## config.mk

```make
export PLATFORM = sky130hd
export DESIGN_NAME = bsp_queue
export DESIGN_NICKNAME = d
export VERILOG_FILES = /design/src/bsp_pkg.sv /design/src/bsp_queue.sv
export SDC_FILE = /design/constraint.sdc
export NUM_CORES = 1
export LEC_CHECK = 0
export BUFFER_PORTS_ARGS = -buffer_cell sky130_fd_sc_hd__buf_4
export CAP_MARGIN = 20
export CORE_MARGIN = 2
export CORE_UTILIZATION = 40
export CTS_CLUSTER_DIAMETER = 60
export DETAILED_ROUTE_END_ITERATION = 16
export GPL_ROUTABILITY_DRIVEN = 0
export PLACE_DENSITY = 0.7
export SLEW_MARGIN = 25
export SYNTH_ARGS = -nofsm -noshare
export SYNTH_HDL_FRONTEND = slang
export SYNTH_SLANG_ARGS = --single-unit
```

## constraint.sdc

```tcl
create_clock -name clk -period 10.2 [get_ports clk]
set_input_delay 3.06 -clock clk [delete_from_list [all_inputs] [get_ports clk]]
set_output_delay 3.06 -clock clk [all_outputs]
set_load 0.01 [all_outputs]
```

## src/bsp_pkg.sv

```systemverilog
// bsp_pkg: shared types and constants for the bounding sphere core
// no dependencies; used by every other file in src except bsp_if and bsp_checker

package bsp_pkg;

	localparam int COORD_W   = 16;
	localparam int CENTER_W  = 17;
	localparam int RADIUS_W  = 15;
	localparam int PROD_W    = 33;
	localparam int SQ_W      = 32;
	localparam int SUM_W     = 34;
	localparam int ROOT_W    = 17;
	localparam int REM_W     = 18;
	localparam int ROOT_STEPS = 17;
	localparam int STEP_W    = 5;
	localparam int APB_ADDR_W = 5;
	localparam int APB_DATA_W = 32;

	typedef logic [2:0] reg_idx_t;
	localparam reg_idx_t REG_SCALE_X  = 3'd0;
	localparam reg_idx_t REG_SCALE_Y  = 3'd1;
	localparam reg_idx_t REG_SCALE_Z  = 3'd2;
	localparam reg_idx_t REG_OFFSET_X = 3'd3;
	localparam reg_idx_t REG_OFFSET_Y = 3'd4;
	localparam reg_idx_t REG_OFFSET_Z = 3'd5;

	localparam logic [COORD_W-1:0] SCALE_RESET  = 16'd256;
	localparam logic [COORD_W-1:0] OFFSET_RESET = 16'd0;

	typedef logic signed [COORD_W-1:0] coord_t;

	typedef struct packed {
		logic [2:0][COORD_W-1:0] scale;
		logic [2:0][COORD_W-1:0] offset;
	} cfg_t;

	typedef struct packed {
		logic [2:0][COORD_W-1:0] lo;
		logic [2:0][COORD_W-1:0] hi;
	} box_t;

	typedef enum logic [2:0] {
		BK_IDLE,
		BK_SQUARE,
		BK_SUM,
		BK_ROOT,
		BK_OUT
	} back_state_t;

endpackage

```

## src/bsp_queue.sv

```systemverilog
// bsp_queue: short fifo of finished boxes between front and back
// depends on bsp_pkg

module bsp_queue import bsp_pkg::*; #(
	parameter int DEPTH = 2
) (
	input  logic clk,
	input  logic arst_n,
	input  logic push_valid,
	output logic push_ready,
	input  box_t push_box,
	output logic pop_valid,
	input  logic pop_ready,
	output box_t pop_box
);

	localparam int PTR_W = $clog2(DEPTH);
	localparam int CNT_W = $clog2(DEPTH + 1);

	box_t             mem [DEPTH];
	logic [PTR_W-1:0] wr_ptr_q;
	logic [PTR_W-1:0] rd_ptr_q;
	logic [CNT_W-1:0] count_q;
	logic             do_push;
	logic             do_pop;

	assign push_ready = count_q != CNT_W'(DEPTH);
	assign pop_valid  = count_q != '0;
	assign do_push    = push_valid && push_ready;
	assign do_pop     = pop_valid && pop_ready;
	assign pop_box    = mem[rd_ptr_q];

	always_ff @(posedge clk) begin
		if (do_push) begin
			mem[wr_ptr_q] <= push_box;
		end
	end

	always_ff @(posedge clk or negedge arst_n) begin
		if (!arst_n) begin
			wr_ptr_q <= '0;
			rd_ptr_q <= '0;
			count_q  <= '0;
		end else begin
			if (do_push) begin
				wr_ptr_q <= (wr_ptr_q == PTR_W'(DEPTH - 1)) ? '0 : wr_ptr_q + 1'b1;
			end
			if (do_pop) begin
				rd_ptr_q <= (rd_ptr_q == PTR_W'(DEPTH - 1)) ? '0 : rd_ptr_q + 1'b1;
			end
			if (do_push && !do_pop) begin
				count_q <= count_q + 1'b1;
			end else if (do_pop && !do_push) begin
				count_q <= count_q - 1'b1;
			end
		end
	end

endmodule

```

### Yosys cells after proc, flatten, opt, wreduce, memory -nomap -nowiden

Memory sizes are Yosys's and may differ from the RTL's.
Cells that the tools add are included.

* add/subtract/negate cells: 4
* eq/ne operators: 1
* mux-type cells: 6
* reductions and logical operators: 8

Operators by type and width (number)
* $logic_and A1 B1 Y1: 4
* $mux W1: 4
* $mux W2: 2
* $reduce_bool A2 Y1: 2
* $add A1 B1 Y1 const B: 2
* $add A2 B1 Y2 const B: 1
* $logic_not A1 Y1: 2
* $ne A2 B2 Y1 const B: 1
* $sub A2 B1 Y2 const B: 1

* bits in registers: 4
* bits in writable memories: 192
* output and inout port bits: 98
* memories kept: 1

Memory list
* mem: words 2, bits a word 96, read ports 1, clocked after memory_dff 0, write ports 1, line bsp_queue.sv:20 `box_t mem [DEPTH];`

### Longest topological paths before layout

* depth after elaboration: 6
* mapped depth: 7

### Worst setup path before layout

OpenSTA, ideal clock, no wires.

* path type: input to register
* start point: input push_valid
* end point: memory mem[0][0] (netlist name), enable pin
* setup time: 551 ps
* arrival time: 7149 ps
* required time: 9649 ps
* setup slack: 2500 ps
* stages: 2
* path buffers: 0
* cell sequence: nand2_1 nor2_1

* word-level cells in the longest chain between the ends: 3

Ends and longest elaborated chain
* start: declaration: line bsp_queue.sv:9 `input logic push_valid,`
* $logic_and A1 B1 Y1: line bsp_queue.sv:29 `assign do_push = push_valid && push_ready;`
* $mux W1: line bsp_queue.sv:34 `if (do_push) begin`
* $mux W1 (implied by the code): line bsp_queue.sv:35 `mem[wr_ptr_q] <= push_box;`
* end: declaration: line bsp_queue.sv:20

Every way passes these cells.

==> summary.txt <==
Seq/Total Area, Yosys - 0.810
Ant. Diodes - 0
Top FF cell, synth - edfxtp_1
delay-heaviest family, CP - buffers and inverters
drt first-iter violations - 193
clk_skew - 0.0106 ns
clk sinks - 196
Longest Clk Path Bufs - 2
top-area cell type share of the netlist area - 0.796
# setup viols final - 0
pin count of the biggest net entering global routing - 73
Yosys cell types - 15
Die Y - 139 um
Die W - 139 um
crit-path max FO - 72
hold_sp - count_q[1]
CP Cell Sequence - buf_4 > mux2_2 > buf_4
Clk pin slew, worst setup/hold paths - 0.07 ns
Post-Synthesis Cells - 317
Die Area - 0.0192 mm2
I/O Buffers - 197
WL/cell - 17.3 um
DP Cell Count - 735
Core Util, Final - 0.538
total track usage - 0.141
global-route wire length before repair - 20700 um
vias in the first global route - 3945
status - complete, no violations
FF+latch count, synth - 196
crit path max-delay cell type - buf_4
H-tree depth - 4
internal power - 0.00200 W
Post-DRT Antenna Nets - 0
Leak - 3.65 nW
most common cell in the synthesized netlist - edfxtp_1
Clk pwr share - 0.259
Cell Count, Final, Fillers Out - 766
Logic pwr share - 0.314
cell row count - 49
Post-Route WL - 13200 um
FFs w/ async S/R, synth - 0.0204
Reg power frac - 0.427
share of layout cells above drive strength 1 - 0.611
Root Buffer - clkbuf_16
Worst setup EP type - output port
reg2reg start - count_q[0]
final hold vios - 0
vias per cell - 4.67
1st-pass router iterations - 4
top cells by count, synth - edfxtp_1 (192), mux2_2 (66), mux2_4 (30)
syn nets - 418
Synth Cell Area - 0.00724 mm2
crit path launch - rd_ptr_q
max-slew violations - 0
Avg Cell Area, Syn - 22.8 um2
class of the worst hold path - flop to flop
initial antenna violation count - 0
CTS tree - done
RSZ-0062 raised after global routing - no
Max stage delay on crit path - 0.85 ns
critical path data required time - 7.14 ns
GR Overflow Total - 0
Worst-Skew Late Latency - 0.42 ns
warnings from Yosys - 0
DRC viols - 0
startpoint types - flop
CP dominant cell by count - buf_4
WP buf/inv - 2
fillers - 1440
Post-DP HPWL - 8650 um
relative slew slack - 0.336
fmax - 0.176 GHz
Worst-Margin Slew - 0.997 ns
critical path class - flop to output port
area grow syn2layout - 32.5%
power density over the cells - 286 mW/mm2
Final nets - 626
Peak VDD IR - 0.000162 V
final setup TNS - 0 ns
Hold Buf Count CTS - 0
Post-synth EDFFs - 192
post-CTS sizing - 0
CTS Buf Count - 17
starting density of the core - 0.406
Final min period - 5.70 ns
via count - 3575
hold slack - 0.498 ns
synth top area cells - edfxtp_1 (80%), mux2_2 (10%), mux2_4 (6.2%), dfrtp_1 (1.4%), buf_6 (0.78%)
Tcrit/Tclk final - 0.558
Ports - 198
Switching Fraction - 0.271
max-cap viol count - 0
P_sw - 0.000744 W
largest area contributor in the netlist - edfxtp_1
Post-CTS Setup Bufs - 0
area of the core - 0.0178 mm2
Arr. time, crit path - 2.64 ns
## flip-flops by register name (all words and copies together) (netlist names)
signal / cells
mem: 192
count_q: 2
rd_ptr_q: 1
wr_ptr_q: 1
## stage by stage
stage / worst slack (ns) / area [um2] / power (W)
5_1_grt: 4.36 / 9590 / 0.00288
3_3_place_gp: 4.92 / 8960 / 0.00205
6_report: 4.50 / 9590 / 0.00274
3_5_place_dp: 4.86 / 8960 / 0.00207
2_1_floorplan: 2.50 / 7240 / 0.00170
4_1_cts: 4.45 / 9590 / 0.00279
## cell usage in the layout (no fill, tap or decap), drive strengths merged
| cell type | count |
|---|---|
| and3 | 1 |
| buf | 200 |
| bufinv | 5 |
| clkbuf | 18 |
| clkinv | 5 |
| clkinvlp | 1 |
| dfrtp | 4 |
| edfxtp | 192 |
| ha | 1 |
| inv | 3 |
| mux2 | 96 |
| nand2 | 2 |
| nand2b | 1 |
| nor2 | 2 |
| or2 | 1 |
| xnor2 | 3 |
| xor2 | 2 |
## logic make-up after synthesis
kind of cell	after synthesis	share of synthesized area
multiplexers	96	0.165
XOR/XNOR	5	0.00605
buffers and inverters	12	0.0124
flip-flops	196	0.810
AND/OR/NAND/NOR	7	0.00467
adder cells (fa/ha/maj)	1	0.00173
## final cells by class
| class | count | area (um2) | share of cell area |
|---|---|---|---|
| clock buffer | 18 | 429 | 0.0447 |
| tap | 229 | 287 | 0.0299 |
| clock inverter | 13 | 205 | 0.0214 |
| multi-input combinational | 109 | 1300 | 0.135 |
| sequential | 196 | 5870 | 0.612 |
| inverter | 1 | 3.75 | 0.000391 |
| timing repair buffer | 200 | 1500 | 0.157 |
## final timing paths
path	to	slack, ns	depth (start not counted)
max	pop_box[27]	4.50	3
min	count_q[1]	0.50	1
max reg2reg	mem[0][83]	7.48	4
min reg2reg	count_q[1]	0.50	1
max in group asynchronous	rd_ptr_q	7.65	1
min in group asynchronous	wr_ptr_q	2.42	1
## worst register-to-register path, stage by stage (launching register included)
cell	delay, ns
dfrtp_1	0.41
nand2b_1	0.18
nand2_1	0.14
nor2_4	0.70
buf_4	0.84
## routing by layer
layer | global-route usage | vias to the layer above | part of all wire | routed length [um]
met5 | 0 | - | 0 | 0
met4 | 0.0521 | 0 | 0.017 | 231
met3 | 0.0653 | 18 | 0.078 | 1030
met2 | 0.232 | 137 | 0.50 | 6630
met1 | 0.163 | 1753 | 0.40 | 5330
li1 | - | 1667 | - | -
## power by group through the flow
stage	clock [W]	sequential, W	combinational, W
finish	0.000712	0.00117	0.000861
CTS	0.000730	0.00117	0.000881
detailed placement	0	0.00119	0.000878
global placement	0	0.00118	0.000871
floorplan	0	0.00117	0.000534
global route	0.000762	0.00119	0.000925
(Power assumes the default switching activity.)
