===== config.mk =====
export PLATFORM = sky130hd
export DESIGN_NAME = bsp_back_flat
export DESIGN_NICKNAME = d
export VERILOG_FILES = /design/src/bsp_pkg.sv /design/src/bsp_if.sv /design/src/bsp_back.sv /design/src/flat_wrapper.sv
export SDC_FILE = /design/constraint.sdc
export NUM_CORES = 2
export LEC_CHECK = 0
export ABC_CLOCK_PERIOD_IN_PS = 8880
export BUFFER_PORTS_ARGS = -buffer_cell sky130_fd_sc_hd__buf_2
export CAP_MARGIN = 20
export CORE_MARGIN = 2
export CORE_UTILIZATION = 58
export DETAILED_ROUTE_END_ITERATION = 10
export PLACE_DENSITY = 0.8
export SLEW_MARGIN = 40
export SYNTH_ARGS = -nofsm -noshare
export SYNTH_HDL_FRONTEND = slang
export SYNTH_SLANG_ARGS = --single-unit

===== constraint.sdc =====
create_clock -name clk -period 8.88 [get_ports clk]
set_input_delay 1.776 -clock clk [delete_from_list [all_inputs] [get_ports clk]]
set_output_delay 1.776 -clock clk [all_outputs]
set_load 0.1 [all_outputs]

===== src/bsp_pkg.sv =====
// bsp_pkg: shared types and constants for the bounding sphere core
// no dependencies; used by every other file in src except bsp_if and bsp_checker

package bsp_pkg;

	localparam int COORD_W   = 16;
	localparam int CENTER_W  = 17;
	localparam int RADIUS_W  = 15;
	localparam int PROD_W    = 33;
	localparam int SQ_W      = 32;
	localparam int SUM_W     = 34;
	localparam int ROOT_W    = 17;
	localparam int REM_W     = 18;
	localparam int ROOT_STEPS = 17;
	localparam int STEP_W    = 5;
	localparam int APB_ADDR_W = 5;
	localparam int APB_DATA_W = 32;

	typedef logic [2:0] reg_idx_t;
	localparam reg_idx_t REG_SCALE_X  = 3'd0;
	localparam reg_idx_t REG_SCALE_Y  = 3'd1;
	localparam reg_idx_t REG_SCALE_Z  = 3'd2;
	localparam reg_idx_t REG_OFFSET_X = 3'd3;
	localparam reg_idx_t REG_OFFSET_Y = 3'd4;
	localparam reg_idx_t REG_OFFSET_Z = 3'd5;

	localparam logic [COORD_W-1:0] SCALE_RESET  = 16'd256;
	localparam logic [COORD_W-1:0] OFFSET_RESET = 16'd0;

	typedef logic signed [COORD_W-1:0] coord_t;

	typedef struct packed {
		logic [2:0][COORD_W-1:0] scale;
		logic [2:0][COORD_W-1:0] offset;
	} cfg_t;

	typedef struct packed {
		logic [2:0][COORD_W-1:0] lo;
		logic [2:0][COORD_W-1:0] hi;
	} box_t;

	typedef enum logic [2:0] {
		BK_IDLE,
		BK_SQUARE,
		BK_SUM,
		BK_ROOT,
		BK_OUT
	} back_state_t;

endpackage


===== src/bsp_if.sv =====


interface bsp_sphere_if;
	logic               valid;
	logic               ready;
	logic signed [16:0] center_x;
	logic signed [16:0] center_y;
	logic signed [16:0] center_z;
	logic        [14:0] radius;

	modport source (output valid, center_x, center_y, center_z, radius, input ready);
	modport sink   (input valid, center_x, center_y, center_z, radius, output ready);
endinterface


===== src/bsp_back.sv =====
// bsp_back: centre, squared diagonal and iterative square root per box
// depends on bsp_pkg and bsp_sphere_if; drains bsp_queue

module bsp_back import bsp_pkg::*; (
	input  logic          clk,
	input  logic          arst_n,
	input  cfg_t          cfg,
	input  logic          pop_valid,
	output logic          pop_ready,
	input  box_t          pop_box,
	bsp_sphere_if.source  sphere
);

	back_state_t                state_q;
	back_state_t                state_d;
	logic signed [CENTER_W-1:0] cen_q [3];
	logic [COORD_W-1:0]         ext_q [3];
	logic [SQ_W-1:0]            sq_q [3];
	logic [SUM_W-1:0]           n_q;
	logic [REM_W-1:0]           rem_q;
	logic [ROOT_W-1:0]          root_q;
	logic [STEP_W-1:0]          step_q;
	logic                       out_valid_q;
	logic signed [CENTER_W-1:0] out_cen_q [3];
	logic [RADIUS_W-1:0]        out_rad_q;

	logic                       load_out;
	logic                       root_last;
	logic signed [CENTER_W-1:0] pair_sum [3];
	logic signed [CENTER_W-1:0] diff [3];
	logic signed [CENTER_W-1:0] cen_d [3];
	logic [REM_W+1:0]           rem_sh;
	logic [REM_W+1:0]           trial;
	logic                       fits;

	assign root_last = step_q == STEP_W'(ROOT_STEPS - 1);

	always_ff @(posedge clk or negedge arst_n) begin
		if (!arst_n) begin
			state_q <= BK_IDLE;
		end else begin
			state_q <= state_d;
		end
	end

	always_comb begin
		state_d   = state_q;
		pop_ready = 1'b0;
		load_out  = 1'b0;
		case (state_q)
			BK_IDLE: begin
				pop_ready = 1'b1;
				if (pop_valid) state_d = BK_SQUARE;
			end
			BK_SQUARE: state_d = BK_SUM;
			BK_SUM:    state_d = BK_ROOT;
			BK_ROOT: begin
				if (root_last) state_d = BK_OUT;
			end
			BK_OUT: begin
				if (!out_valid_q || sphere.ready) begin
					load_out = 1'b1;
					state_d  = BK_IDLE;
				end
			end
			default: state_d = BK_IDLE;
		endcase
	end

	always_comb begin
		for (int a = 0; a < 3; a++) begin
			pair_sum[a] = $signed({pop_box.lo[a][COORD_W-1], pop_box.lo[a]})
				+ $signed({pop_box.hi[a][COORD_W-1], pop_box.hi[a]});
			diff[a] = $signed({pop_box.hi[a][COORD_W-1], pop_box.hi[a]})
				- $signed({pop_box.lo[a][COORD_W-1], pop_box.lo[a]});
			cen_d[a] = $signed({pair_sum[a][CENTER_W-1], pair_sum[a][CENTER_W-1:1]})
				+ $signed({cfg.offset[a][COORD_W-1], cfg.offset[a]});
		end
		rem_sh = {rem_q, n_q[SUM_W-1 -: 2]};
		trial  = {1'b0, root_q, 2'b01};
		fits   = rem_sh >= trial;
	end

	always_ff @(posedge clk) begin
		case (state_q)
			BK_IDLE: begin
				for (int a = 0; a < 3; a++) begin
					cen_q[a] <= cen_d[a];
					ext_q[a] <= diff[a][COORD_W-1:0];
				end
			end
			BK_SQUARE: begin
				for (int a = 0; a < 3; a++) begin
					sq_q[a] <= ext_q[a] * ext_q[a];
				end
			end
			BK_SUM: begin
				n_q    <= SUM_W'(sq_q[0]) + SUM_W'(sq_q[1]) + SUM_W'(sq_q[2]);
				rem_q  <= '0;
				root_q <= '0;
				step_q <= '0;
			end
			BK_ROOT: begin
				n_q    <= {n_q[SUM_W-3:0], 2'b00};
				step_q <= step_q + 1'b1;
				if (fits) begin
					rem_q  <= REM_W'(rem_sh - trial);
					root_q <= {root_q[ROOT_W-2:0], 1'b1};
				end else begin
					rem_q  <= rem_sh[REM_W-1:0];
					root_q <= {root_q[ROOT_W-2:0], 1'b0};
				end
			end
			default: ;
		endcase
	end

	always_ff @(posedge clk or negedge arst_n) begin
		if (!arst_n) begin
			out_valid_q <= 1'b0;
		end else if (load_out) begin
			out_valid_q <= 1'b1;
		end else if (sphere.ready) begin
			out_valid_q <= 1'b0;
		end
	end

	always_ff @(posedge clk) begin
		if (load_out) begin
			for (int a = 0; a < 3; a++) begin
				out_cen_q[a] <= cen_q[a];
			end
			out_rad_q <= root_q[ROOT_W-1:2];
		end
	end

	assign sphere.valid    = out_valid_q;
	assign sphere.center_x = out_cen_q[0];
	assign sphere.center_y = out_cen_q[1];
	assign sphere.center_z = out_cen_q[2];
	assign sphere.radius   = out_rad_q;

endmodule


===== src/flat_wrapper.sv =====
// flat-port wrapper written by rule: the top's interface ports become plain ports
module bsp_back_flat import bsp_pkg::*;
  (clk, arst_n, cfg, pop_valid, pop_ready, pop_box, sphere_valid, sphere_center_x, sphere_center_y, sphere_center_z, sphere_radius, sphere_ready);
  bsp_sphere_if sphere_i ();
  input  logic clk;
  input  logic arst_n;
  input  cfg_t cfg;
  input  logic pop_valid;
  output logic pop_ready;
  input  box_t pop_box;
  output wire logic [$bits(sphere_i.valid)-1:0] sphere_valid;
  output wire logic [$bits(sphere_i.center_x)-1:0] sphere_center_x;
  output wire logic [$bits(sphere_i.center_y)-1:0] sphere_center_y;
  output wire logic [$bits(sphere_i.center_z)-1:0] sphere_center_z;
  output wire logic [$bits(sphere_i.radius)-1:0] sphere_radius;
  input wire logic [$bits(sphere_i.ready)-1:0] sphere_ready;
  assign sphere_valid = sphere_i.valid;
  assign sphere_center_x = sphere_i.center_x;
  assign sphere_center_y = sphere_i.center_y;
  assign sphere_center_z = sphere_i.center_z;
  assign sphere_radius = sphere_i.radius;
  assign sphere_i.ready = sphere_ready;
  bsp_back u_core (.clk(clk), .arst_n(arst_n), .cfg(cfg), .pop_valid(pop_valid), .pop_ready(pop_ready), .pop_box(pop_box), .sphere(sphere_i));
endmodule

After elaboration in Yosys (flattened, before gate mapping)

Memories as Yosys holds them, arrays and structs flattened.
Cells that the tools add are included.

Logic and storage cells: 62
Bits in writable memories: 246
Memories: 4
Output and inout port bits: 68
Input bits: 196
Flip-flop bits (word level): 93

Add/subtract/negate cells: 13
Magnitude comparators: 1
Multipliers: 3
Equality and inequality tests: 8
Reductions and logical operators: 6
Mux-type cells: 20

Memory list:

| memory           | depth | width | read ports | clocked after memory_dff | write ports | line           | text |
|---|---|---|---|---|---|---|---|
| u_core.sq_q      | 3     | 32    | 3          | 0                        | 3           | bsp_back.sv:18 | `logic [SQ_W-1:0] sq_q [3];` |
| u_core.cen_q     | 3     | 17    | 3          | 0                        | 3           | bsp_back.sv:16 | `logic signed [CENTER_W-1:0] cen_q [3];` |
| u_core.out_cen_q | 3     | 17    | 3          | 0                        | 3           | bsp_back.sv:24 | `logic signed [CENTER_W-1:0] out_cen_q [3];` |
| u_core.ext_q     | 3     | 16    | 3          | 0                        | 3           | bsp_back.sv:17 | `logic [COORD_W-1:0] ext_q [3];` |

Operator list:

| kind                                                             | number |
|---|---|
| 16-bit by 16-bit adder with 17-bit output                        | 6 |
| 16-bit by 16-bit multiplier with 32-bit output                   | 3 |
| 34-bit one-hot mux with 2 select lines                           | 1 |
| 16-bit subtractor                                                | 3 |
| 18-bit one-hot mux with 2 select lines                           | 1 |
| 34-bit by 32-bit adder with 34-bit output                        | 1 |
| 17-bit one-hot mux with 2 select lines                           | 1 |
| 32-bit by 32-bit adder with 33-bit output                        | 1 |
| 20-bit by 19-bit >= comparator with 1-bit output                 | 1 |
| 18-bit 2-to-1 mux                                                | 1 |
| 18-bit subtractor                                                | 1 |
| 3-bit one-hot mux with 5 select lines                            | 1 |
| 1-bit 2-to-1 mux                                                 | 11 |
| 5-bit one-hot mux with 2 select lines                            | 1 |
| 3-bit 2-to-1 mux                                                 | 3 |
| 3-bit by 2-bit == test with 1-bit output (second input constant) | 2 |
| 5-bit by 1-bit adder with 5-bit output (second input constant)   | 1 |
| 5-bit == test (second input constant)                            | 1 |
| 2-bit by 1-bit != test with 1-bit output (second input constant) | 2 |
| 2-bit nonzero test                                               | 2 |
| 3-bit by 1-bit == test with 1-bit output (second input constant) | 1 |
| 3-bit == test (second input constant)                            | 1 |
| 3-bit zero test                                                  | 1 |
| 3-bit AND reduction                                              | 1 |
| other kinds (3)                                                  | 3 |

Depth between registers and ports, before layout

Word-level depth: 6
Mapped depth: 26
Mapped depth without buffers: 25

Worst setup path before layout

No wires, ideal clock.

Path type: register to output
Start point: reg u_core.state_q[2]
End point: out pop_ready
Arrival time: 9.226 ns
Stages on the path, launching flop included: 3
Path slack: -2.122 ns
Buffers on the path: 1
Required time: 7.104 ns
Cells stage by stage: dfrtp_1 -> clkbuf_1 -> nor3_1

Word-level cells in the longest chain between the ends: 2

RTL lines:

| element                  | line              | text |
|---|---|---|
| start: declaration       | bsp_back.sv:14    | `back_state_t state_q;` |
| start signal: assignment | bsp_back.sv:42    | `state_q <= state_d;` |
| 3-bit zero test          | bsp_back.sv:50    | `case (state_q)` |
| 1-bit 2-to-1 mux         | bsp_back.sv:50    |  |
| end: declaration         | flat_wrapper.sv:9 | `output logic pop_ready;` |

No other way between the ends.

==> metrics.md <==
| Metric | Value |
|---|---|
| Status | `finished, final reports clean` |
| First-pass GRT wire length | `145000 µm` |
| Worst-path maximum fanout | `13` |
| Synth Area in Simple Gates | `0.110` |
| Clk slew on worst S/H paths | `0.06 ns` |
| Maximum capacitance violations | `0` |
| First-pass DRT Iterations | `7` |
| Worst Setup Start Kind | `flop` |
| Hold Slack | `0.414 ns` |
| Crit path time final | `7.57 ns` |
| Nets | `5646` |
| Antenna violations before repair | `5` |
| Adder-cell share of the synthesized area | `0.397` |
| Final RePlAce weighted congestion | `0.925` |
| Mapped Area | `41700 µm²` |
| Synth Instances | `4250` |
| Placed cell count | `5334` |
| Layout Skew | `between 0.03 and 0.04 ns` |
| Commonest cells after routing, fill and taps aside | `inv_1, ha_1, fa_1, nand2_1, edfxtp_1` |
| Slew @ Worst Pin | `0.865 ns` |
| Drt via density | `5.43` |
| Finished Layout Cells | `5411` |
| Share of cells above drive strength 1 | `0.0752` |
| Util after Layout | `0.632` |
| Slew margin rel. | `0.424` |
| GRT Residual Overflow | `0` |
| Max-slew violations | `0` |
| Sink Count | `roughly 340` |
| Die Y | `272 µm` |
| Final hold violations | `0` |
| WS Path Type | `reg2reg` |
| Pin count of the biggest net entering global routing | `90` |
| Internal | `0.00872 W` |
| EDFF count, synth | `between 300 and 400` |
| Synth async-reset ratio | `0.0119` |
| Number of global-route vias before repair | `30900` |
| Ports | `around 260` |
| Synth Area in Compound Gates | `0.101` |
| Crit-path slowest cell | `edfxtp_1` |
| Total GRT Usage | `0.240` |
| Longest Clk Path Bufs | `3` |
| P per Cell Area | `359 nW/µm²` |
| Setup violations, final | `0` |
| Critical Path RT | `9.21 ns` |
| Critical path's largest stage delay | `0.64 ns` |
| Achievable Freq | `0.132 GHz` |
| Area Overhead vs Synth | `8.11%` |
| Detailed Place HPWL | `68800 µm` |
| Comb pwr share | `0.711` |
| Leakage dissipation | `22.5 nW` |
| Starting density of the core | `0.584` |
| Sequential share of power | `0.186` |
| Crit share post-route | `0.853` |
| Synth Flop Type | `edfxtp_1` |
| Largest family of logic cells by synthesized area | `adder cells` |
| RSZ-0062 raised after global routing | `no` |
| DRC | `0` |
| Switching pwr | `0.00747 W` |
| Chip Width | `around 270 µm` |
| Data arrival, critical path | `7.91 ns` |
| CP dominant cell by count | `inv_1` |
| Antenna Nets Post-Route | `0` |
| Hold Crit Class | `reg2reg` |
| Port Buffers | `about 220` |
| Setup TNS | `0 ns` |
| Clk_lat worst skew | `0.58 ns` |
| Hold buffers post-CTS | `0` |
| Site row count | `98` |
| CP Cell Sequence | `inv_1, nor2_1, fa_1, inv_1, fa_1, inv_1, fa_1, inv_1, fa_1, inv_1, fa_1, inv_1, fa_1, inv_1, ha_1, a21o_1, a21oi_1, o32ai_1, a221oi_1, a21oi_1, o41ai_1, o2111ai_1, a21oi_1, xnor2_1` |
| Post-synthesis mux area share | `0.00369` |
| Maximum VDD drop | `around 0.00033 V` |
| Total power | `0.0162 W` |
| Post-Syn Nets | `5470` |
| Max H-tree Level | `2` |
| Most common cell after layout, fill and taps aside | `inv_1` |
| Root Buffer | `clkbuf_16` |
| Clock network fraction of design power | `0.103` |
| Final wirelength | `86500 µm` |
| Yosys reg bits | `approximately 340` |
| Detailed-route wire length per cell | `16.0 µm` |
| R2R setup slack | `about 1.3 ns` |
| Die area | `74000 µm²` |
| Post-CTS Setup Inserts | `0` |
| Warnings, synthesis | `0` |
| Synth unique cells | `72` |
| XOR/XNOR Fraction of Synth Area | `0.0590` |
| Sequential cell area fraction in the yosys report | `0.242` |
| CP endpoint kind | `flop` |
| Iteration-0 DRC Markers | `around 1700` |
| Core area | `71400 µm²` |
| CTS resizes | `0` |
| Number of CTS-inserted buffers | `40` |
| Via Count | `29400` |
| Mean post-synth cell area | `around 10 µm²` |
| CTS tree | `yes` |
| Sw frac | `0.461` |
## layout make-up
class | instances | area (µm²)
antenna | 5 | 12.5
clock buffer | 47 | 1050
clock inverter | 25 | 260
fill | 5715 | 26300
inverter | 880 | 3300
multi-input combinational | 2938 | 28000
sequential | 336 | 10100
tap | 950 | 1190
timing repair buffer | 230 | 1200
## worst max-delay path: cells and delay by family, from the launching register on
kind / cells / cell delay, ns
adders and majority gates: 7 / 3.39
AOI/OAI and AO/OA: 8 / 2.46
DFF: 1 / 0.64
buffers and inverters: 7 / 0.62
and+or+nand+nor: 1 / 0.13
xor gates and xnor gates: 1 / 0.08
## registers in the layout, indices dropped and copies added, names as in the netlist
name,cells
u_core.step_q,5
u_core.cen_q,51
u_core.root_q,17
u_core.sq_q,93
u_core.sphere.radius,15
u_core.out_cen_q,51
u_core.sphere.valid,1
u_core.n_q,34
u_core.ext_q,48
u_core.state_q,3
u_core.rem_q,18
## synth_stat cells (43+ instances only)
cell / number / area, µm²
inv_1: 879 / 3300
ha_1: 525 / 6570
fa_1: 499 / 9990
nand2_1: 349 / 1310
edfxtp_1: 332 / 9970
nor2_1: 253 / 950
a21oi_1: 207 / 1040
xnor2_1: 193 / 1690
and2_1: 128 / 801
clkbuf_1: 92 / 345
xor2_1: 88 / 771
o21ai_0: 84 / 420
a21o_1: 83 / 623
nor2b_1: 50 / 313
nor3_1: 46 / 230
nand3_1: 43 / 215
o21a_1: 43 / 323
## layer usage
layer,part of all wire,track usage
met5,0,0
met4,0.030,0.0789
met3,0.047,0.0285
met2,0.50,0.421
met1,0.42,0.310
## power groups by stage
stage               clock network, W  registers, W  logic (W)
finish                       0.00166       0.00301     0.0115
global route                 0.00177       0.00304     0.0131
CTS                          0.00171       0.00300     0.0115
detailed placement                 0       0.00303     0.0114
global placement                   0       0.00302     0.0110
floorplan                          0       0.00295    0.00917
## final timing paths
path / start / endpoint / depth (start not counted)
max reg2reg: u_core.ext_q[0][24]$_DFFE_PP_ / u_core.sq_q[0][63]$_DFFE_PP_ / 24
max in group asynchronous: arst_n / u_core.state_q[2]$_DFFE_PN0P_ / 1
max: u_core.ext_q[0][24]$_DFFE_PP_ / u_core.sq_q[0][63]$_DFFE_PP_ / 24
min reg2reg: u_core.cen_q[0][44]$_DFFE_PP_ / u_core.out_cen_q[0][44]$_DFFE_PP_ / 0
min: u_core.cen_q[0][44]$_DFFE_PP_ / u_core.out_cen_q[0][44]$_DFFE_PP_ / 0
min in group asynchronous: arst_n / u_core.state_q[0]$_DFFE_PN0P_ / 1
## logic make-up (layout without fill, tap and decap cells)
logic type / after synthesis / in the layout
buf+inv: 976 / 1182
other cells: 0 / 5
mux: 15 / 15
simple gates: 988 / 988
compound gates: 630 / 630
xor+xnor: 281 / 281
fa+ha+maj: 1024 / 1024
flops: 336 / 336
## stage by stage
stage,worst slack (ns),cell area [µm²]
after floorplan,0.853,41700
after global placement,1.55,43700
after detailed placement,1.35,43700
after CTS,1.34,45100
after global routing,0.846,45100
final,1.31,45100
Power figures use the tool's default switching activity.
