==> config.mk <==
export PLATFORM = sky130hd
export DESIGN_NAME = bsp_regs
export DESIGN_NICKNAME = d
export VERILOG_FILES = /design/src/bsp_pkg.sv /design/src/bsp_regs.sv
export SDC_FILE = /design/constraint.sdc
export NUM_CORES = 1
export LEC_CHECK = 0
export BUFFER_PORTS_ARGS = -buffer_cell sky130_fd_sc_hd__clkbuf_2
export CORE_ASPECT_RATIO = 1.1
export CORE_MARGIN = 5
export CORE_UTILIZATION = 28
export CTS_BUF_LIST = sky130_fd_sc_hd__clkbuf_8 sky130_fd_sc_hd__clkbuf_16
export DETAILED_ROUTE_END_ITERATION = 12
export PLACE_DENSITY_LB_ADDON = 0.25
export SLEW_MARGIN = 15
export SYNTH_ARGS = -nofsm -noshare
export SYNTH_HDL_FRONTEND = slang
export SYNTH_SLANG_ARGS = --single-unit
==> constraint.sdc <==
create_clock -name clk -period 3.5 [get_ports clk]
set_input_delay 0.35 -clock clk [delete_from_list [all_inputs] [get_ports clk]]
set_output_delay 0.35 -clock clk [all_outputs]
set_load 0.005 [all_outputs]
==> src/bsp_pkg.sv <==
// bsp_pkg: shared types and constants for the bounding sphere core
// no dependencies; used by every other file in src except bsp_if and bsp_checker

package bsp_pkg;

	localparam int COORD_W   = 16;
	localparam int CENTER_W  = 17;
	localparam int RADIUS_W  = 15;
	localparam int PROD_W    = 33;
	localparam int SQ_W      = 32;
	localparam int SUM_W     = 34;
	localparam int ROOT_W    = 17;
	localparam int REM_W     = 18;
	localparam int ROOT_STEPS = 17;
	localparam int STEP_W    = 5;
	localparam int APB_ADDR_W = 5;
	localparam int APB_DATA_W = 32;

	typedef logic [2:0] reg_idx_t;
	localparam reg_idx_t REG_SCALE_X  = 3'd0;
	localparam reg_idx_t REG_SCALE_Y  = 3'd1;
	localparam reg_idx_t REG_SCALE_Z  = 3'd2;
	localparam reg_idx_t REG_OFFSET_X = 3'd3;
	localparam reg_idx_t REG_OFFSET_Y = 3'd4;
	localparam reg_idx_t REG_OFFSET_Z = 3'd5;

	localparam logic [COORD_W-1:0] SCALE_RESET  = 16'd256;
	localparam logic [COORD_W-1:0] OFFSET_RESET = 16'd0;

	typedef logic signed [COORD_W-1:0] coord_t;

	typedef struct packed {
		logic [2:0][COORD_W-1:0] scale;
		logic [2:0][COORD_W-1:0] offset;
	} cfg_t;

	typedef struct packed {
		logic [2:0][COORD_W-1:0] lo;
		logic [2:0][COORD_W-1:0] hi;
	} box_t;

	typedef enum logic [2:0] {
		BK_IDLE,
		BK_SQUARE,
		BK_SUM,
		BK_ROOT,
		BK_OUT
	} back_state_t;

endpackage

==> src/bsp_regs.sv <==
// bsp_regs: apb register file holding axis scales and offsets
// depends on bsp_pkg

module bsp_regs import bsp_pkg::*; (
	input  logic                  clk,
	input  logic                  arst_n,
	input  logic                  psel,
	input  logic                  penable,
	input  logic                  pwrite,
	input  logic [APB_ADDR_W-1:0] paddr,
	input  logic [APB_DATA_W-1:0] pwdata,
	output logic [APB_DATA_W-1:0] prdata,
	output logic                  pready,
	output cfg_t                  cfg
);

	cfg_t     cfg_q;
	reg_idx_t idx;
	logic     wr_en;

	assign idx    = paddr[APB_ADDR_W-1:2];
	assign wr_en  = psel && penable && pwrite;
	assign pready = 1'b1;
	assign cfg    = cfg_q;

	always_ff @(posedge clk or negedge arst_n) begin
		if (!arst_n) begin
			cfg_q.scale  <= {3{SCALE_RESET}};
			cfg_q.offset <= {3{OFFSET_RESET}};
		end else if (wr_en) begin
			case (idx)
				REG_SCALE_X:  cfg_q.scale[0]  <= pwdata[COORD_W-1:0];
				REG_SCALE_Y:  cfg_q.scale[1]  <= pwdata[COORD_W-1:0];
				REG_SCALE_Z:  cfg_q.scale[2]  <= pwdata[COORD_W-1:0];
				REG_OFFSET_X: cfg_q.offset[0] <= pwdata[COORD_W-1:0];
				REG_OFFSET_Y: cfg_q.offset[1] <= pwdata[COORD_W-1:0];
				REG_OFFSET_Z: cfg_q.offset[2] <= pwdata[COORD_W-1:0];
				default: ;
			endcase
		end
	end

	always_comb begin
		prdata = '0;
		case (idx)
			REG_SCALE_X:  prdata[COORD_W-1:0] = cfg_q.scale[0];
			REG_SCALE_Y:  prdata[COORD_W-1:0] = cfg_q.scale[1];
			REG_SCALE_Z:  prdata[COORD_W-1:0] = cfg_q.scale[2];
			REG_OFFSET_X: prdata[COORD_W-1:0] = cfg_q.offset[0];
			REG_OFFSET_Y: prdata[COORD_W-1:0] = cfg_q.offset[1];
			REG_OFFSET_Z: prdata[COORD_W-1:0] = cfg_q.offset[2];
			default:      prdata = '0;
		endcase
	end

endmodule

Word level (Yosys, flattened, before mapping)
Cells that the tools add are included.

Input bits: 42. Logic and storage cells: 21. Flip-flop bits (word level): 96. Output and inout port bits: 129.

Eq/ne operators: 5. Reductions and logical operators: 9. Multiplexer cells: 1.

Operator list (number): case mux 16 bit (6 select lines) (1); AND reduction 2 bit (6); == test 3 x 2 -> 1 bit (second input constant) (2); == test 3 bit (second input constant) (2); == test 3 x 1 -> 1 bit (second input constant) (1); logical NOT 3 bit (1); logical AND 1 bit (2).

Longest topological paths before layout
Gate-level depths: netlist of run 1.

Depth in word-level cells: 3. Depth in mapped cells: 6. Gate-level depth less buffers: 3.

Least setup slack after synthesis of run 1
Ideal clock, no wire load.

Kind: input to output. From: in paddr[3]. To: out prdata[1]. Setup slack: 1.823 ns. Cell stages on the path: 5. Arrival: 1.327 ns. Path buffers: 3. Cell sequence: buf_4 -> buf_2 -> buf_2 -> nor2_1 -> a311o_1.

Word-level cells in the longest chain between the ends: 2. Elaborated cells between the ends (all ways): 7. Classes of those cells: eq/ne (5); mux (1); reduce/logical (1).

Ends and longest elaborated chain: from (decl) (RTL line bsp_regs.sv:10) `input logic [APB_ADDR_W-1:0] paddr,`; == test 3 bit, or another cell as far along (RTL line bsp_regs.sv:45) `case (idx)`; case mux 16 bit (6 select lines) * (RTL line bsp_regs.sv:45); to (decl) (RTL line bsp_regs.sv:12) `output logic [APB_DATA_W-1:0] prdata,`.

Every way passes the cells marked *; elsewhere a longest branch is shown, timed or not.

Worst setup path in the final report of run 1
From: in paddr[4]. To: out prdata[0].

Same word-level chain as after synthesis.

==> metrics, run 1 <==
Crit Path Class input pin to primary output; fin. max-slew vios 0; clk_lat worst skew 0.34 ns; EDFF count, synth 0; largest net degree at the start of global routing 74; first-pass GRT wire length 21200 um; I/O Pins 171; Largest register FFs 96; crit-path leading delay family simple AND/OR/NAND/NOR gates; Buf/Inv on CP 2; met3 usage 5.11%; final hold violation count 0; setup_tns 0 ns; cell taking the most area after synthesis dfrtp_1; Gate power share 22.0%; number of fill cells in the layout 1616; final global-route overflow total 0; RSZ-0062 raised after global routing no; post-route ant nets 0; CP startpoint paddr[4]; nets 512; met1 GRT Util 19.1%; non-filler instance count after layout 679; Final setup viols 0; clock-pin slew on the worst setup and hold paths 0.07 ns; Int Power 2.38 mW; asr flop ratio synth 100%; gr busiest metal met2; Sw Ratio 28.1%; clock tree buffer depth 2; wire length per cell 20.3 um; I/O Buffers 135; r2r startpoint cfg[59]$_DFFE_PN0P_; final WL 13800 um; MaxCap Viol Count 0; share of cells above drive strength 1 57.1%; worst-path cell chain clkbuf_2 -> nand2b_1 -> nor2_1 -> a221o_1 -> clkbuf_2; pre-CTS worst setup slack 0.827 ns; CP max stage cell nand2b_1; Initial Utilization 28.4%; Area contributors post-synth dfrtp_1 51%, mux2_2 24%, mux2i_1 5.6%; clock sinks 96; Detailed Place HPWL 9520 um; Die W 132 um; post-route setup slack 0.992 ns; Hold Buf Count CTS 0; Yosys cell types 31; diode count 0; Worst Skew 0 ns; CTS H-tree lvls 3; synthesized flop and latch total 96; critical path peak fanout 16; Iter 0 DRT Violations 239; routed via count 3313; transition time of the tightest slew-check pin 0.952 ns; worst reg2reg endpoint cfg[59]$_DFFE_PN0P_; clock share of power 32.6%; Slew headroom 36.5%; Flop pwr share 45.3%; Routability Congestion 0.792; fmax 399 MHz; vias in the first global route 3471; power per cell area 575 nW/um^2; Worst EP required 3.15 ns; Post-CTS Repair Setup Buffers 0; die height 145 um; top-count cell post-synth mux2_2; status finished, final reports clean; sequential share of the synthesized area 52.2%; Netlist Area Pre-Place 4610 sq um; drt via density 4.88; Layout area overhead 25.2%; reg2reg setup slack 2.67 ns; drt pass-1 iters 4; Critical Path Start Type input pin; Yosys top cell area share 50.5%; fin crit share 71.7%; clk root buf clkbuf_16; Min Clock Period, post-route 2.51 ns; crit path capture type primary output; ys flop type dfrtp_1; CTS tree done; row cnt 49; synth cell count leaders 98 x mux2_2, 93 x dfrtp_1, 26 x mux2i_1, 24 x buf_4, 12 x nand2_1; Leak Pwr 2.84 nW; Worst Path Arrival 2.16 ns; DRC viols 0; Ys Warns 0; Switch Pwr 931 uW; syn_area_per_cell 13.8 sq um; worst-case reg-to-reg path depth 1; cell mode on critical path clkbuf_2; CP peak stage delay 0.68 ns; CTS Buf Count 9; Peak VDD IR 0.000217 V; initial antenna violation count 0; Core Footprint 16200 sq um; GRT Util Overall 14.6%; placed instance count 663; Die Area 19100 sq um; Hold WC Path Type input pin to async pin; grt met2 use 22.6%; Post-CTS Resized 0; synthesized instance count 335
worst max path at each step:
stage,end,depth (start not counted)
2_1_floorplan,prdata[1],5
3_3_place_gp,cfg[18]$_DFFE_PN0P_,4
3_5_place_dp,cfg[38]$_DFFE_PN0P_,4
4_1_cts,prdata[0],5
5_1_grt,prdata[13],5
6_report,prdata[0],5
through the flow:
step / power, mW / utilization, % / hold WS, ns / cell area (sq um)
final: 3.32 / 35.5 / 0.153 / 5770
after global routing: 3.51 / 35.5 / 0.258 / 5770
after CTS: 3.38 / 35.5 / 0.188 / 5770
after detailed placement: 2.28 / 33.5 / 0.500 / 5440
after global placement: 2.25 / 33.5 / 0.497 / 5440
after floorplan: 1.86 / - / 0.0544 / 4660
kinds of logic after synthesis:
family / Yosys count / share of synthesized area [%]
compound gates: 28 / 4.73
buf+inv: 38 / 5.57
flops: 96 / 52.2
mux: 134 / 32.0
other cells: 2 / 0.163
simple gates: 37 / 5.27
placed cells by master (no fill, tap or decap), types with 2 or more instances in the layout:
master and instances:
nor2_1 6, or3_1 6, a221o_1 2, nand2b_1 2, dfstp_2 3, nor3_4 2
dfrtp_1 93, bufinv_16 2, clkbuf_2 134, mux2_1 10, mux2i_1 26, clkbuf_16 9
o21ai_0 2, a211oi_1 2, a221oi_1 6, nor2_4 3, conb_1 17, o221ai_1 6
buf_4 11, a31oi_1 6, a21oi_1 2, nand3_1 2, a311o_1 2, nand2_1 12
mux2_2 98
metal layers:
layer / wire (um) / vias up
met4: 239 / 0
met1: 6140 / 1698
met5: 0 / -
li1: - / 1470
met2: 6310 / 128
met3: 1110 / 17
layout make-up:
| class | count | area [sq um] | area share, % |
|---|---|---|---|
| flip-flops and latches | 96 | 2410 | 41.7 |
| clock inverters | 6 | 90.1 | 1.56 |
| well taps | 204 | 255 | 4.43 |
| multi-input cells | 216 | 2000 | 34.7 |
| clock buffers | 10 | 239 | 4.14 |
| inverters | 1 | 3.75 | 0.0651 |
| repair buffers | 146 | 773 | 13.4 |
power by group through the flow:
| stage | Sequential [mW] | Clock [mW] | Combinational, mW |
|---|---|---|---|
| after floorplan | 1.51 | 0 | 0.354 |
| after global placement | 1.51 | 0 | 0.735 |
| after detailed placement | 1.53 | 0 | 0.749 |
| after CTS | 1.51 | 1.12 | 0.752 |
| after global routing | 1.53 | 1.16 | 0.811 |
| final | 1.50 | 1.08 | 0.731 |
(Power assumes the default switching activity.)
==> inputs of run 2 (changes only) <==
clock period = 2.4 ns   (was 3.5 ns; I/O delays follow)
==> run 2 against run 1 <==
  * Register-to-register slack lost 1.1 ns
  * Sequential power increased by 47%
  * Sequential share of layout area shrank 0.48 points
  * Count of clock-buffer cells in the layout shrank 1
  * Sequential cell count is the same
  * Final area rose by 1.2%
  * Core utilization grew 0.42 points
  * Combinational power rose by 46%
  * Global-route usage up 0.080 points
  * Non-clock buffer count increased by 13
  * Critical path depth stayed put
  * Routed wire length up 2.2%
  * Critical endpoint is now prdata[2]
  * Largest power group unchanged
  * Highest routed layer unchanged
==> metrics, run 2 (same netlist as run 1, synthesis figures left out) <==
status finished, final reports clean; transition time of the tightest slew-check pin 0.754 ns (-0.199 ns); met1 GRT Util 19.5% (+0.42 points); I/O Pins 171 (unchanged); final hold violation count 0 (unchanged); Detailed Place HPWL 10200 um (+7.5%); largest net degree at the start of global routing 57 (-23%); drt via density 4.81 (-1.4%); final global-route overflow total 0 (unchanged); met3 usage 4.35% (-0.77 points); clk root buf clkbuf_16; most common library cell in the layout ignoring fill and taps clkbuf_2; Leak Pwr 2.90 nW (+2.2%); worst reg2reg endpoint cfg[59]$_DFFE_PN0P_; nets 525 (+2.5%); cell mode on critical path clkbuf_2; clock-pin slew on the worst setup and hold paths 0.06 ns (about the same); Layout area overhead 26.7%; Peak VDD IR 0.000358 V (+65%); GRT Util Overall 14.7% (+0.080 points); share of cells above drive strength 1 57.4% (+0.32 points); Post-CTS Repair Setup Buffers 0 (unchanged); worst-case reg-to-reg path depth 1 (unchanged); fmax 530 MHz; clk_lat worst skew 0.34 ns (about the same); MaxCap Viol Count 0 (unchanged); crit path capture type primary output; DRC viols 0 (unchanged); Critical Path Start Type input pin; die height 145 um (unchanged); Hold Buf Count CTS 1 (+1); storage element area 2410 sq um (unchanged); Worst EP required 2.16 ns (-0.99 ns); wire length per cell 20.4 um (+0.32%); Slew headroom 49.7% (+13 points); Post-CTS Resized 0 (unchanged); Core Footprint 16200 sq um (unchanged); Worst Path Arrival 1.65 ns (-0.51 ns); Largest register FFs 96 (unchanged); Worst Skew 0 ns (unchanged); fin crit share 78.6%; CTS Buf Count 9 (unchanged); Die Area 19100 sq um (unchanged); post-route ant nets 0 (unchanged); Hold WC Path Type input pin to flop; CP Capture Point prdata[2]; vias in the first global route 3462 (-0.26%); most frequent cells in the layout 134 x clkbuf_2, 98 x mux2_2, 93 x dfrtp_1; reg2reg setup slack 1.60 ns (-1.07 ns); Crit Path Class input pin to primary output; final WL 14100 um (+2.2%); CP startpoint paddr[4]; Die W 132 um (unchanged); routed via count 3328 (+0.45%); clock sinks 96 (unchanged); number of fill cells in the layout 1613 (-0.19%); grt met2 use 23.2% (+0.61 points); CP peak stage delay 0.63 ns (-0.05 ns); Routability Congestion 0.805 (+1.7%); drt pass-1 iters 4 (unchanged); clock tree buffer depth 2 (unchanged); gr busiest metal met2; I/O Buffers 135 (unchanged); Initial Utilization 28.4% (unchanged); initial antenna violation count 0 (unchanged); r2r startpoint cfg[59]$_DFFE_PN0P_; Fin Hold WS 0.196 ns (+0.0431 ns); critical path peak fanout 16 (unchanged); CP max stage cell inv_1; row cnt 49 (unchanged); Final setup viols 0 (unchanged); CTS tree done; worst-path cell chain clkbuf_2 -> inv_1 -> a221oi_1 -> a31oi_1 -> clkbuf_2; Iter 0 DRT Violations 167 (-30%); footprint of the multi-input gates 2000 sq um (unchanged); power per cell area 800 nW/um^2 (+39%); CTS H-tree lvls 3 (unchanged); diode count 0 (unchanged); setup_tns 0 ns (unchanged); RSZ-0062 raised after global routing no; Min Clock Period, post-route 1.89 ns; first-pass GRT wire length 21400 um (+1.1%); fin. max-slew vios 0 (unchanged)
==> run 2: cell count changes in the layout (fill, tap and decap cells not counted), sizes merged <==
cell	before	now
bufinv	2	1
clkbuf	144	143
dlygate4sd3	0	1
inv	2	4
buf	12	24
==> run 2: routing by layer <==
metal	wire, um	vias up
met5	0	-
met4	187	0
met3	994	12
met2	6510	115
met1	6410	1708
li1	-	1493
==> run 2: critical path: cells and delay by family <==
kind                   cells  cell delay [ns]
buffers and inverters      3             1.01
AO/OA/AOI/OAI              2             0.39
==> run 2: area by class of cell <==
class | count | share of cell area, %
Tap cell | 204 | 4.37
Clock inverter | 7 | 1.01
Timing Repair Buffer | 159 | 15.2
Sequential cell | 96 | 41.2
Inverter | 1 | 0.0643
Multi-Input combinational cell | 216 | 34.3
Clock buffer | 9 | 3.86
==> run 2: report_power, final <==
| group | internal, mW | total [mW] | switching, mW | leakage [nW] |
|---|---|---|---|---|
| logic | 0.598 | 1.07 | 0.475 | 1.53 |
| registers | 1.94 | 2.20 | 0.255 | 1.22 |
| clock network | 0.793 | 1.40 | 0.603 | 0.149 |
| total | 3.33 | 4.67 | 1.33 | 2.90 |
==> run 2: stage by stage <==
step / worst slack, ns / total power, mW / area (sq um) / std cells / utilization [%]
6_report: 0.513 / 4.67 / 5840 / 692 / 35.9
5_1_grt: 0.360 / 4.94 / 5840 / 692 / 35.9
4_1_cts: 0.530 / 4.75 / 5840 / 692 / 35.9
3_5_place_dp: 0.469 / 3.33 / 5540 / 675 / 34.1
3_3_place_gp: 0.487 / 3.30 / 5540 / 675 / 34.1
2_1_floorplan: 0.850 / 2.72 / 4660 / 350 / -
==> run 2: how the worst min path moves through the flow <==
stage	slack, ns	start	end	cells after the start
floorplan	-0.06	arst_n	cfg[0]$_DFFE_PN0P_	0
global route	0.20	pwdata[7]	cfg[55]$_DFFE_PN0P_	2
finish	0.20	pwdata[6]	cfg[54]$_DFFE_PN0P_	2
detailed placement	0.27	arst_n	cfg[62]$_DFFE_PN0P_	1
CTS	0.18	pwdata[15]	cfg[63]$_DFFE_PN0P_	2
global placement	0.27	arst_n	cfg[94]$_DFFE_PN0P_	1
==> inputs of run 3 (changes only) <==
clock period = 1.6 ns   (was 2.4 ns; I/O delays follow)
==> run 3 against run 2 <==
  * The run now ends with setup timing left
  * Sequential power increased by 50%
  * Clock power increased by 71%
  * Largest power group unchanged
  * Total power increased by 61%
  * Core utilization increased by 2.5 points
  * Sequential cell count unchanged
  * Highest routed layer unchanged
  * Cell count increased by 4.5%
  * Die area unchanged
  * Final area increased by 6.9%
  * Clock skew unchanged
==> metrics, run 3 (same netlist as run 1, synthesis figures left out) <==
fmax 624 MHz; critical path peak fanout 2 (-14); clock tree buffer depth 2 (unchanged); fin. max-slew vios 0 (unchanged); Hold Path Sink cfg[55]$_DFFE_PN0P_; Hold WC Path Type input pin to flop; largest net degree at the start of global routing 35 (-39%); I/O Buffers 135 (unchanged); Routability Congestion 0.823 (+2.2%); Buf/Inv on CP 1 (-2); most common library cell in the layout ignoring fill and taps clkbuf_2; Iter 0 DRT Violations 164 (-1.8%); share of cells above drive strength 1 61.3% (+3.9 points); worst-case reg-to-reg path depth 3 (+2); Peak VDD IR 0.000905 V (+150%); setup_tns -0.00284 ns (-0.00284 ns); die height 145 um (unchanged); Crit path depth 4 (-1); Fin Hold WS 0.112 ns (-0.0840 ns); worst reg2reg endpoint cfg[61]$_DFFE_PN0P_; clock sinks 96 (unchanged); CP max stage cell dfrtp_1; wire length per cell 19.8 um (-2.9%); Hold Startpoint pwdata[7]; CTS Buf Count 9 (unchanged); Die Area 19100 sq um (unchanged); CTS tree done; final global-route overflow total 0 (unchanged); Core Footprint 16200 sq um (unchanged); I/O Pins 171 (unchanged); Largest register FFs 96 (unchanged); post-route ant nets 0 (unchanged); Crit Path Class flop to primary output; drt via density 4.80 (-0.26%); worst-path cell chain mux2i_1 -> o21ai_1 -> a221o_1 -> clkbuf_2; Final Total Pwr 7.50 mW (+61%); GRT Util Overall 14.8% (+0.047 points); crit-path leading delay family compound AO/OA/AOI/OAI gates; post-route setup slack -0.00284 ns (-0.516 ns); Worst Path Arrival 1.44 ns (-0.21 ns); Initial Utilization 28.4% (unchanged); Leak Pwr 3.12 nW (+7.5%); clk_lat worst skew 0.34 ns (about the same); CP peak stage delay 0.38 ns (-0.25 ns); row cnt 49 (unchanged); most frequent cells in the layout 134 x clkbuf_2, 97 x mux2_2, 93 x dfrtp_1; diode count 0 (unchanged); Die W 132 um (unchanged); Detailed Place HPWL 10400 um (+1.9%); power per cell area 1200 nW/um^2 (+50%); fin crit share 100%; CTS H-tree lvls 3 (unchanged); RSZ-0062 raised after global routing yes; final design utilization 38.4% (+2.5 points); Critical Path Start Type flop; crit path capture type primary output; clk root buf clkbuf_16; final hold violation count 0 (unchanged); initial antenna violation count 0 (unchanged); Layout area overhead 35.4%; nets 556 (+5.9%); routed via count 3468 (+4.2%); drt pass-1 iters 4 (unchanged); final WL 14300 um (+1.5%); Final setup viols 1 (+1); failing checks setup timing; r2r startpoint cfg[61]$_DFFE_PN0P_; reg2reg setup slack 0.59 ns (-1.01 ns); first-pass GRT wire length 21700 um (+1.4%); pre-CTS worst setup slack 0.0101 ns (-0.459 ns); DRC viols 0 (unchanged); MaxCap Viol Count 0 (unchanged); Worst Skew 0 ns (unchanged); WHS Path Cells 2 (unchanged); clock-pin slew on the worst setup and hold paths 0.07 ns (about the same); number of fill cells in the layout 1577 (-2.2%); status complete, but fails checks; Min Clock Period, post-route 1.60 ns; Worst EP required 1.44 ns (-0.72 ns); vias in the first global route 3639 (+5.1%)
==> run 3: cell count changes in the layout (fill, tap and decap cells not counted), sizes merged <==
cell / previous run / this run
inv: 4 / 3
buf: 24 / 55
clkbuf: 143 / 145
bufinv: 1 / 2
clkinv: 2 / 1
clkinvlp: 1 / 0
==> run 3: metal layers <==
metal  global-route usage (%)  part of all wire [%]  vias to the layer above
li1                         -                     -                     1560
met1                     19.9                    47                     1781
met2                     22.9                    45                      119
met3                     5.08                   6.9                        8
met4                     3.86                  0.94                        0
met5                        0                     0                        -
==> run 3: worst reg2reg max path: cells and delay by family, from the launching register on <==
family                 cells  cell delay, ns
DFF                        1            0.38
muxes                      1            0.27
buffers and inverters      2            0.25
==> run 3: power by group <==
part | internal [mW] | total, mW | switching [mW]
logic | 1.04 | 1.82 | 0.784
clock network | 1.45 | 2.39 | 0.935
registers | 2.91 | 3.29 | 0.375
total | 5.41 | 7.50 | 2.09
==> run 3: final cells by class <==
cell class,instances,area (sq um),share of cell area [%]
clock buffers,11,253,4.05
clock inverters,5,77.6,1.24
inverters,1,3.75,0.0602
multi-input cells,216,2040,32.6
flip-flops and latches,96,2410,38.6
well taps,204,255,4.09
repair buffers,190,1210,19.3
==> run 3: worst max path at each step <==
stage                                    from  slack (ns)                  end
after floorplan                      paddr[4]        0.13  cfg[85]$_DFFE_PN0P_
after global placement               paddr[2]        0.01  cfg[73]$_DFFE_PN0P_
after detailed placement             paddr[2]        0.01  cfg[65]$_DFFE_PN0P_
after CTS                 cfg[62]$_DFFE_PN0P_       -0.02           prdata[14]
after global routing      cfg[77]$_DFFE_PN0P_        -0.1           prdata[13]
final                     cfg[77]$_DFFE_PN0P_      -0.003           prdata[13]
==> run 3: per-stage QoR <==
| step | cell area [sq um] | instances |
|---|---|---|
| 2_1_floorplan | 4660 | 350 |
| 3_3_place_gp | 5730 | 689 |
| 3_5_place_dp | 5730 | 689 |
| 4_1_cts | 6160 | 713 |
| 5_1_grt | 6240 | 723 |
| 6_report | 6240 | 723 |
==> run 3: what timing repair did <==
item	4_1_cts	5_1_grt
setup buffers	7	10
resized for setup	7	1
hold endpoints to repair	19	0
hold buffers	1	0
cloned	0	0
setup endpoints to repair	8	11
pin swaps	0	2
